File: src/rtl/dvfc_pkg.sv
// ----------------------------------------------------------------------------
// Distinct value frequency counter package
// Shared types, command codes and controller interface structs.
// ----------------------------------------------------------------------------
package dvfc_pkg;

    localparam int TABLE_ENTRIES_DEF = 64;

    localparam logic CMD_ADD    = 1'b0;
    localparam logic CMD_REPORT = 1'b1;

    typedef struct packed {
        logic               cmd;
        logic signed [31:0] sample_value;
    } in_item_t;

    typedef struct packed {
        logic signed [31:0] entry_value;
        logic [31:0]        entry_count;
        logic               last_entry;
        logic               dropped_flag;
    } out_item_t;

    typedef struct packed {
        logic load;
        logic scan_clear;
        logic scan_run;
        logic rank;
        logic increment;
        logic append;
        logic emit;
        logic finish;
    } ctrl_cmd_t;

    typedef struct packed {
        logic hit;
        logic scan_done;
        logic empty;
        logic last;
    } ctrl_sts_t;

endpackage

File: src/rtl/dvfc_controller.sv
// ----------------------------------------------------------------------------
// Distinct value frequency counter controller
// Sequences table searches, appends and the descending report passes.
// ----------------------------------------------------------------------------
module dvfc_controller (
    input  logic                 clk,
    input  logic                 rst_n,
    input  logic                 start,
    input  logic                 item_cmd,
    input  dvfc_pkg::ctrl_sts_t  sts,
    output dvfc_pkg::ctrl_cmd_t  cmd,
    output logic                 busy
);

    typedef enum logic [2:0] {
        S_IDLE   = 3'b001,
        S_ADD    = 3'b010,
        S_REPORT = 3'b100
    } state_t;

    state_t state_reg;
    state_t state_next;

    always_ff @(posedge clk or negedge rst_n)
    begin
        if (!rst_n)
        begin
            state_reg <= S_IDLE;
        end
        else
        begin
            state_reg <= state_next;
        end
    end

    always_comb
    begin
        state_next = state_reg;
        cmd        = '0;
        case (state_reg)
            S_IDLE:
            begin
                if (start)
                begin
                    cmd.load       = 1'b1;
                    cmd.scan_clear = 1'b1;
                    if (item_cmd == dvfc_pkg::CMD_REPORT)
                    begin
                        state_next = S_REPORT;
                    end
                    else
                    begin
                        state_next = S_ADD;
                    end
                end
            end
            S_ADD:
            begin
                cmd.scan_run = 1'b1;
                if (sts.hit)
                begin
                    cmd.increment = 1'b1;
                    state_next    = S_IDLE;
                end
                else if (sts.scan_done)
                begin
                    cmd.append = 1'b1;
                    state_next = S_IDLE;
                end
            end
            S_REPORT:
            begin
                cmd.scan_run = 1'b1;
                cmd.rank     = 1'b1;
                if (sts.scan_done)
                begin
                    if (sts.empty)
                    begin
                        cmd.finish = 1'b1;
                        state_next = S_IDLE;
                    end
                    else
                    begin
                        cmd.emit = 1'b1;
                        if (sts.last)
                        begin
                            cmd.finish = 1'b1;
                            state_next = S_IDLE;
                        end
                        else
                        begin
                            cmd.scan_clear = 1'b1;
                        end
                    end
                end
            end
            default:
            begin
                state_next = S_IDLE;
            end
        endcase
    end

    assign busy = (state_reg != S_IDLE);

endmodule

File: src/rtl/dvfc_datapath.sv
// ----------------------------------------------------------------------------
// Distinct value frequency counter datapath
// Value and count memories, one scan comparator, ranking and result register.
// ----------------------------------------------------------------------------
module dvfc_datapath #(
    parameter int TABLE_ENTRIES = dvfc_pkg::TABLE_ENTRIES_DEF
) (
    input  logic                 clk,
    input  logic                 rst_n,
    input  dvfc_pkg::in_item_t   item,
    input  dvfc_pkg::ctrl_cmd_t  cmd,
    output dvfc_pkg::ctrl_sts_t  sts,
    output logic                 result_valid,
    output dvfc_pkg::out_item_t  result
);

    localparam int AW = $clog2(TABLE_ENTRIES);
    localparam int CW = $clog2(TABLE_ENTRIES + 1);

    logic [31:0] val_mem [TABLE_ENTRIES];
    logic [31:0] cnt_mem [TABLE_ENTRIES];

    logic [CW-1:0]      used_reg;
    logic               ovf_reg;
    logic [CW-1:0]      idx_reg;
    logic               cmp_vld_reg;
    logic [AW-1:0]      cmp_idx_reg;
    logic               found_reg;
    logic               bound_vld_reg;
    logic [CW-1:0]      emitted_reg;
    logic               result_valid_reg;
    logic signed [31:0] sample_reg;
    logic signed [31:0] best_val_reg;
    logic [31:0]        best_cnt_reg;
    logic signed [31:0] bound_reg;
    logic [31:0]        rd_val_reg;
    logic [31:0]        rd_cnt_reg;
    dvfc_pkg::out_item_t result_reg;

    logic          table_full;
    logic          candidate;
    logic          wr_val_en;
    logic          wr_cnt_en;
    logic [AW-1:0] wr_addr;
    logic [31:0]   wr_cnt;

    assign table_full = (used_reg == CW'(TABLE_ENTRIES));

    assign sts.hit       = cmp_vld_reg && (rd_val_reg == sample_reg);
    assign sts.scan_done = !cmp_vld_reg && (idx_reg == used_reg);
    assign sts.empty     = (used_reg == '0);
    assign sts.last      = (emitted_reg == (used_reg - CW'(1)));

    assign candidate = cmp_vld_reg
                    && (!bound_vld_reg || ($signed(rd_val_reg) < bound_reg))
                    && (!found_reg || ($signed(rd_val_reg) > best_val_reg));

    always_comb
    begin
        wr_val_en = 1'b0;
        wr_cnt_en = 1'b0;
        wr_addr   = cmp_idx_reg;
        wr_cnt    = (rd_cnt_reg == '1) ? rd_cnt_reg : rd_cnt_reg + 32'd1;
        if (cmd.increment)
        begin
            wr_cnt_en = 1'b1;
        end
        else if (cmd.append && !table_full)
        begin
            wr_val_en = 1'b1;
            wr_cnt_en = 1'b1;
            wr_addr   = used_reg[AW-1:0];
            wr_cnt    = 32'd1;
        end
    end

    always_ff @(posedge clk)
    begin
        if (wr_val_en)
        begin
            val_mem[wr_addr] <= sample_reg;
        end
        if (wr_cnt_en)
        begin
            cnt_mem[wr_addr] <= wr_cnt;
        end
        rd_val_reg <= val_mem[idx_reg[AW-1:0]];
        rd_cnt_reg <= cnt_mem[idx_reg[AW-1:0]];
    end

    always_ff @(posedge clk or negedge rst_n)
    begin
        if (!rst_n)
        begin
            used_reg         <= '0;
            ovf_reg          <= 1'b0;
            idx_reg          <= '0;
            cmp_vld_reg      <= 1'b0;
            found_reg        <= 1'b0;
            bound_vld_reg    <= 1'b0;
            emitted_reg      <= '0;
            result_valid_reg <= 1'b0;
        end
        else
        begin
            result_valid_reg <= cmd.emit;
            if (cmd.load)
            begin
                bound_vld_reg <= 1'b0;
                emitted_reg   <= '0;
            end
            if (cmd.scan_clear)
            begin
                idx_reg     <= '0;
                cmp_vld_reg <= 1'b0;
                found_reg   <= 1'b0;
            end
            else if (cmd.scan_run && (idx_reg != used_reg))
            begin
                idx_reg     <= idx_reg + CW'(1);
                cmp_vld_reg <= 1'b1;
            end
            else
            begin
                cmp_vld_reg <= 1'b0;
            end
            if (cmd.rank && candidate && !cmd.scan_clear)
            begin
                found_reg <= 1'b1;
            end
            if (cmd.emit)
            begin
                bound_vld_reg <= 1'b1;
                emitted_reg   <= emitted_reg + CW'(1);
            end
            if (cmd.append)
            begin
                if (table_full)
                begin
                    ovf_reg <= 1'b1;
                end
                else
                begin
                    used_reg <= used_reg + CW'(1);
                end
            end
            if (cmd.finish)
            begin
                used_reg <= '0;
                ovf_reg  <= 1'b0;
            end
        end
    end

    always_ff @(posedge clk)
    begin
        if (cmd.load)
        begin
            sample_reg <= item.sample_value;
        end
        if (cmd.scan_run)
        begin
            cmp_idx_reg <= idx_reg[AW-1:0];
        end
        if (cmd.rank && candidate)
        begin
            best_val_reg <= $signed(rd_val_reg);
            best_cnt_reg <= rd_cnt_reg;
        end
        if (cmd.emit)
        begin
            bound_reg               <= best_val_reg;
            result_reg.entry_value  <= best_val_reg;
            result_reg.entry_count  <= best_cnt_reg;
            result_reg.last_entry   <= sts.last;
            result_reg.dropped_flag <= ovf_reg;
        end
    end

    assign result_valid = result_valid_reg;
    assign result       = result_reg;

endmodule

File: src/rtl/distinct_value_frequency_counter.sv
// ----------------------------------------------------------------------------
// Distinct value frequency counter
// Counts occurrences of distinct signed values and reports them in
// descending value order on request, then empties the table.
// An add holds busy while one comparator steps through the stored entries
// of the value memory. A report holds busy for one scan of the stored
// entries per result, so results never come in consecutive cycles.
// Reset empties the table and clears the overflow flag at once; the
// memories themselves are not cleared, and results cannot be stalled.
// ----------------------------------------------------------------------------
module distinct_value_frequency_counter #(
    parameter int TABLE_ENTRIES = dvfc_pkg::TABLE_ENTRIES_DEF
) (
    input  logic                 clk,
    input  logic                 rst_n,
    input  logic                 start,
    input  dvfc_pkg::in_item_t   item,
    output logic                 busy,
    output logic                 result_valid,
    output dvfc_pkg::out_item_t  result
);

    dvfc_pkg::ctrl_cmd_t cmd;
    dvfc_pkg::ctrl_sts_t sts;

    dvfc_controller u_ctrl (
        .clk      (clk),
        .rst_n    (rst_n),
        .start    (start),
        .item_cmd (item.cmd),
        .sts      (sts),
        .cmd      (cmd),
        .busy     (busy)
    );

    dvfc_datapath #(
        .TABLE_ENTRIES (TABLE_ENTRIES)
    ) u_dp (
        .clk          (clk),
        .rst_n        (rst_n),
        .item         (item),
        .cmd          (cmd),
        .sts          (sts),
        .result_valid (result_valid),
        .result       (result)
    );

endmodule

File: config.mk
export PLATFORM = sky130hd
export DESIGN_NAME = distinct_value_frequency_counter
export DESIGN_NICKNAME = d
export VERILOG_FILES = /design/src/rtl/dvfc_pkg.sv /design/src/rtl/dvfc_controller.sv /design/src/rtl/dvfc_datapath.sv /design/src/rtl/distinct_value_frequency_counter.sv
export SDC_FILE = /design/constraint.sdc
export NUM_CORES = 2
export LEC_CHECK = 0
export BUFFER_PORTS_ARGS = -buffer_cell sky130_fd_sc_hd__buf_2
export CORE_MARGIN = 1.5
export CORE_UTILIZATION = 49
export DETAILED_ROUTE_END_ITERATION = 12
export PLACE_DENSITY_LB_ADDON = 0.2
export SLEW_MARGIN = 5
export SYNTH_ARGS = -nofsm -noshare
export SYNTH_HDL_FRONTEND = slang
export SYNTH_SLANG_ARGS = --single-unit
File: constraint.sdc
create_clock -name clk -period 7 [get_ports clk]
set_input_delay 0.35 -clock clk [delete_from_list [all_inputs] [get_ports clk]]
set_output_delay 0.35 -clock clk [all_outputs]
set_load 0.02 [all_outputs]
# Word level (Yosys, flattened, before mapping)
# Memories as Yosys holds them, arrays and structs flattened. A register that Yosys moved wholly into a read port is not among the register bits.
# Index checks and enable logic that the tools add are counted.
[op_classes]
n_addsub = 5
n_lt_le_gt_ge = 2
n_eq_ne = 15
mux = 53
n_reduce_logical = 25
[ops]
columns = ["cell", "count"]
rows = [
  ["two-way mux 32 bit", 3],
  ["two-way mux 7 bit", 7],
  ["adder 32 x 1 -> 32 bit (second input constant)", 1],
  ["== test 32 bit", 1],
  ["== test 32 bit (second input constant)", 1],
  ["greater-than comparator 32 bit", 1],
  ["< comparator 32 bit", 1],
  ["two-way mux 1 bit", 28],
  ["adder 7 x 1 -> 7 bit (second input constant)", 3],
  ["two-way mux 3 bit", 7],
  ["== test 7 bit", 2],
  ["two-way mux 6 bit", 2],
  ["nonzero test 2 bit", 5],
  ["one-hot mux 3 bit (3 select lines)", 1],
  ["logical AND 1 bit", 8],
  ["two-way mux 2 bit", 4],
  ["== test 7 bit (second input constant)", 1],
  ["logical NOT 7 bit", 1],
  ["inequality test 7 bit", 1],
  ["subtractor 7 x 1 -> 7 bit (second input constant)", 1],
  ["inequality test 2 bit (second input constant)", 3],
  ["inequality test 3 bit (second input constant)", 2],
  ["logical NOT 1 bit", 5],
  ["AND reduction 2 bit", 2],
  ["other kinds (8)", 9],
]
[word_totals]
reg_bits = 197
mem_bits_rw = 4096
input_bits = 36
out_inout_bits = 68
wordCells = 119
n_memories = 2
[memory_table]
columns = ["name", "depth", "word_bits", "rd", "rd_clocked_by_memory_dff", "write_ports", "line", "source"]
rows = [
  ["u_dp.cnt_mem", 64, 32, 1, 1, 1, "dvfc_datapath.sv:21", "logic [31:0] cnt_mem [TABLE_ENTRIES];"],
  ["u_dp.val_mem", 64, 32, 1, 1, 1, "dvfc_datapath.sv:20", "logic [31:0] val_mem [TABLE_ENTRIES];"],
]

# Depth between registers and ports, before layout
[depth]
ltp_word = 10
ltp_mapped = 11
ltp_nobuf = 9

# Hierarchy
# From an unflattened synthesis, not the netlist that was laid out.
[hier_totals]
hier_cells = 6808
hier_area_um2 = 166488.4
[by_module_without_submodules]
columns = ["mod", "n_inst", "cells_per_inst", "area_per_inst_um2", "seq_area_each_um2"]
rows = [
  ["dvfc_datapath", 1, 6782, 166263.2, 129974.7],
  ["dvfc_controller", 1, 26, 225.2, 76.3],
]

# Worst setup path before layout
# OpenSTA, ideal clock, no wires.
[synth_timing]
path_kind = "flip-flop to flip-flop"
start = "register u_dp.used_reg[0]"
end = "memory u_dp.val_mem[0][0], enable pin"
setup_time_ps = 501
t_arrival_ps = 5194
required_ps = 6499
setup_slack_ps = 1304
path_stages_with_launch = 10
n_path_buf = 2
period_less_slack_ps = 5696
path_cell_list = "dfrtp_1 buf_1 inv_1 ha_1 nand4_1 nand3_1 mux2_2 or2_2 clkbuf_1 nor4_1"
[synth_between]
elab_chain_cells = 10
elab_cells_between_ends = 14
cone_classes = "eq/ne (2); mux (9); reduce/logical (3)"
[synth_lines]
columns = ["element", "line", "source"]
rows = [
  ["start, declared", "dvfc_datapath.sv:23", "logic [CW-1:0] used_reg;"],
  ["start signal, assigned", "dvfc_datapath.sv:144", "used_reg <= used_reg + CW'(1);"],
  ["== test 7 bit", "dvfc_datapath.sv:50", "assign sts.scan_done = !cmp_vld_reg && (idx_reg == used_reg);"],
  ["logical AND 1 bit", "dvfc_datapath.sv:50", ""],
  ["two-way mux 1 bit", "dvfc_controller.sv:65", "else if (sts.scan_done)"],
  ["two-way mux 1 bit", "dvfc_controller.sv:60", "if (sts.hit)"],
  ["two-way mux 2 bit", "dvfc_controller.sv:40", "case (state_reg)"],
  ["logical AND 1 bit", "dvfc_datapath.sv:68", "else if (cmd.append && !table_full)"],
  ["two-way mux 1 bit", "dvfc_datapath.sv:68", ""],
  ["two-way mux 1 bit", "dvfc_datapath.sv:64", "if (cmd.increment)"],
  ["two-way mux 1 bit", "dvfc_datapath.sv:79", "if (wr_val_en)"],
  ["two-way mux 1 bit (implied by the code)", "dvfc_datapath.sv:81", "val_mem[wr_addr] <= sample_reg;"],
  ["end, declared", "dvfc_datapath.sv:20", ""],
]
# Parallel ways exist; a longest one is shown, timed or not.

# Worst setup path in the final report
[layout_timing]
start = "register u_dp.rd_val_reg[17], read port of u_dp.val_mem"
end = "memory u_dp.cnt_mem[2][7], enable pin"
[layout_between]
elab_chain_cells = 9
elab_cells_between_ends = 12
cone_classes = "eq/ne (1); mux (9); reduce/logical (2)"
[layout_lines]
columns = ["element", "line", "source"]
rows = [
  ["start, declared", "dvfc_datapath.sv:36", "logic [31:0] rd_val_reg;"],
  ["== test 32 bit (*)", "dvfc_datapath.sv:49", "assign sts.hit = cmp_vld_reg && (rd_val_reg == sample_reg);"],
  ["logical AND 1 bit (*)", "dvfc_datapath.sv:49", ""],
  ["two-way mux 1 bit", "dvfc_controller.sv:60", ""],
  ["two-way mux 2 bit (*)", "dvfc_controller.sv:40", ""],
  ["logical AND 1 bit", "dvfc_datapath.sv:68", ""],
  ["two-way mux 1 bit", "dvfc_datapath.sv:68", ""],
  ["two-way mux 1 bit", "dvfc_datapath.sv:64", ""],
  ["two-way mux 1 bit", "dvfc_datapath.sv:83", "if (wr_cnt_en)"],
  ["two-way mux 1 bit (implied by the code)", "dvfc_datapath.sv:85", "cnt_mem[wr_addr] <= wr_cnt;"],
  ["end, declared", "dvfc_datapath.sv:21", ""],
]
# Mark *: on every way between the ends. The rest lies on a longest branch, timed or not.

==> summary.md <==
| Metric | Value |
|---|---|
| Status | `finished, violations left` |
| Failing checks | `antenna violations` |
| Sw frac | `25.26%` |
| Die Area | `342700 um2` |
| Top Ports | `104` |
| CTS tree | `yes` |
| Maxcap violations | `0` |
| Switching power | `16030 uW` |
| Critical path required time | `7.64 ns` |
| Logic pwr share | `13.5%` |
| Starting Density | `49.31%` |
| Worst Setup Start Kind | `flip-flop` |
| Drt first pass iters | `6` |
| Setup CP Type | `reg2reg` |
| CTS HTree Levels | `5` |
| Cells after Synth | `6780` |
| Clk_skew | `0.07486 ns` |
| Sequential share of power | `49.5%` |
| FF+latch count, synth | `4357` |
| DRT iter0 DRCs | `9971` |
| Nets | `7429` |
| Total negative slack | `0 ns` |
| Final wirelength | `426400 um` |
| Hold Path Class | `in2reg` |
| Fraction of layout cells with a size suffix above 1 | `33.60%` |
| Final Util | `56.26%` |
| Total CTS buffers | `438` |
| Yosys warns | `0` |
| Sequential share of the synthesized area | `78.24%` |
| FMAX | `172.3 MHz` |
| Cell taking the most area after synthesis | `edfxtp_1` |
| Reg area | `130100 um2` |
| Synth-to-Final Area Change | `14.11%` |
| Syn_nets | `6885` |
| Detailed-route DRC error count | `0` |
| Worst-path fanout max | `18` |
| Routed Antenna Nets | `1` |
| Setup ws final | `1.198 ns` |
| Final min period | `5.802 ns` |
| WP data arrival | `6.44 ns` |
| WL per Instance | `34.86 um` |
| Worst Setup End Kind | `flip-flop` |
| Via Count | `77130` |
| GRT overflow | `0` |
| Clock buffer depth | `4` |
| Clock-pin slew on the worst setup and hold paths | `0.06 ns` |
| Worst-Skew Late Latency | `0.98 ns` |
| Netlist Area Pre-Place | `166200 um2` |
| Worst vdd ir | `0.0002492 V` |
| Initial antenna violation count | `51` |
| Post-synth EDFFs | `4264` |
| Clk pwr share | `37.0%` |
| Number of fill cells | `24360` |
| Top FF cell, synth | `edfxtp_1` |
| Final Cell Area | `189700 um2` |
| Area contributors post-synth | `edfxtp_1 (77%), mux4_2 (18%), dfxtp_1 (0.77%), ha_1 (0.52%), clkbuf_1 (0.47%)` |
| Core region area | `337100 um2` |
| Number of port buffers | `103` |
| First-pass GRT wire length | `597100 um` |
| Unrepaired setup endpoints after global routing | `no` |
| Cell Int Power | `47450 uW` |
| Vias/cell | `6.307` |
| Fin crit share | `82.89%` |
| Setup violations, final | `0` |
| Largest net degree at the start of global routing | `130` |
| Pleak | `0.05741 uW` |
| Root Driver | `clkbuf_16` |
| Detailed Place HPWL | `251800 um` |
| Row cnt | `213` |
| Final-report hold violation count | `0` |
| Resized Gates After CTS | `0` |
| GPL Wtd Cong | `0.8211` |
| Count leader, synth | `edfxtp_1` |
| Most instantiated cells after synthesis | `edfxtp_1 (4264), mux4_2 (1344), clkbuf_1 (206)` |
| Placed Instance Area | `174800 um2` |
| Synth top area share | `77.03%` |
| DP Worst Slack | `1.308 ns` |
| CTS sink cnt | `4357` |
| Width of the die | `585.4 um` |
| Power, Total | `63480 uW` |
| Post-synth ARST share | `0.6656%` |
| Worst-margin pin slew | `1.316 ns` |
| Syn avg cell area | `24.52 um2` |
| Multi-input gate area | `35730 um2` |
| Number of global-route vias before repair | `77270` |
| Slew Viols, Final | `0` |
| Unique masters post-synth | `58` |
| Die Ht | `585.4 um` |
| PwrDens | `334.7 nW/um2` |
| GRT Total Usage | `24.98%` |
| Slew HR | `11.98%` |
-- layout by cell type (no fill, tap or decap), drive strengths merged, types with 31 or more instances in the layout --
cell type and count:
nand4 32, inv 89, edfxtp 4264, mux4 1344, nand2 62, clkinv 187, buf 409, dlygate4sd3 35
nor2 184, clkbuf 551, dfxtp 64, bufinv 48, nand3 31, ha 69, xnor2 52
-- cell type report --
type                       count  share of cell area, %
antenna                       18                0.02375
inverter                      76                 0.1504
clock inverter               262                  1.500
sequential                  4357                  68.58
tap                         4515                  2.978
clock buffer                 551                  6.132
timing repair buffer         444                  1.800
multi-input combinational   2007                  18.84
-- per-layer routing --
metal	track usage (%)	part of all wire [%]
met3	7.059	11
met2	36.59	45
met4	4.100	1.5
met1	38.29	42
met5	0	0.017
-- stage by stage --
step	std cells	hold slack [ns]
6_report	12230	0.08822
5_1_grt	12210	0.05852
4_1_cts	12210	0.01109
3_5_place_dp	11360	0.4054
3_3_place_gp	11360	0.4063
2_1_floorplan	6780	0.05441
-- power groups by stage --
stage	sequential (uW)	combinational, uW	clock (uW)
4_1_cts	31400	8560	23800
3_5_place_dp	32000	8520	0
2_1_floorplan	31900	4890	0
5_1_grt	31400	9100	24800
3_3_place_gp	31900	8300	0
6_report	31400	8570	23500
-- worst paths after layout --
check,cells after the start,slack [ns],end,startpoint
worst min register to register,0,0.42,u_dp.result[13]$_DFFE_PP_,u_dp.best_cnt_reg[11]$_DFFE_PP_
worst max register to register,8,1.20,u_dp.cnt_mem[2][7]$_DFFE_PP_,u_dp.rd_val_reg[17]$_DFF_P_
worst max-delay path,8,1.20,u_dp.cnt_mem[2][7]$_DFFE_PP_,u_dp.rd_val_reg[17]$_DFF_P_
max in group asynchronous,2,6.04,u_dp.idx_reg[3]$_DFFE_PN0P_,rst_n
min in group asynchronous,2,0.24,u_ctrl.state_reg[1]$_DFFE_PN0P_,rst_n
worst min-delay path,2,0.09,u_dp.sample_reg[7]$_DFFE_PP_,item[7]
-- worst max-delay path: stages (launching register included) --
cell     delay, ns
dfxtp_1       0.44
xnor2_1       0.63
nand4_1       0.39
nor4_1        0.57
nand3_1       0.58
o32ai_1       0.85
nand2_1       0.73
nor2_4        0.83
buf_4         0.40
-- kinds of logic (layout without fill, tap and decap cells) --
family                   count (synthesis)  in the layout  synth area share, %
buffers and inverters                  416           1333                1.018
other                                    0             18                    0
XOR/XNOR                                79             79               0.4163
multiplexers                          1352           1352                18.26
AND/OR/NAND/NOR                        400            400                1.123
AO/OA/AOI/OAI                          107            107               0.4245
flip-flops                            4357           4357                78.24
adder cells (fa/ha/maj)                 69             69               0.5194
-- repair_timing --
action / in CTS / in global routing
hold buffers: 35 / 0
buffers inserted: 0 / 0
endpoints found under the hold margin: 66 / 0
No activity file was read; power rests on OpenSTA's default activity.
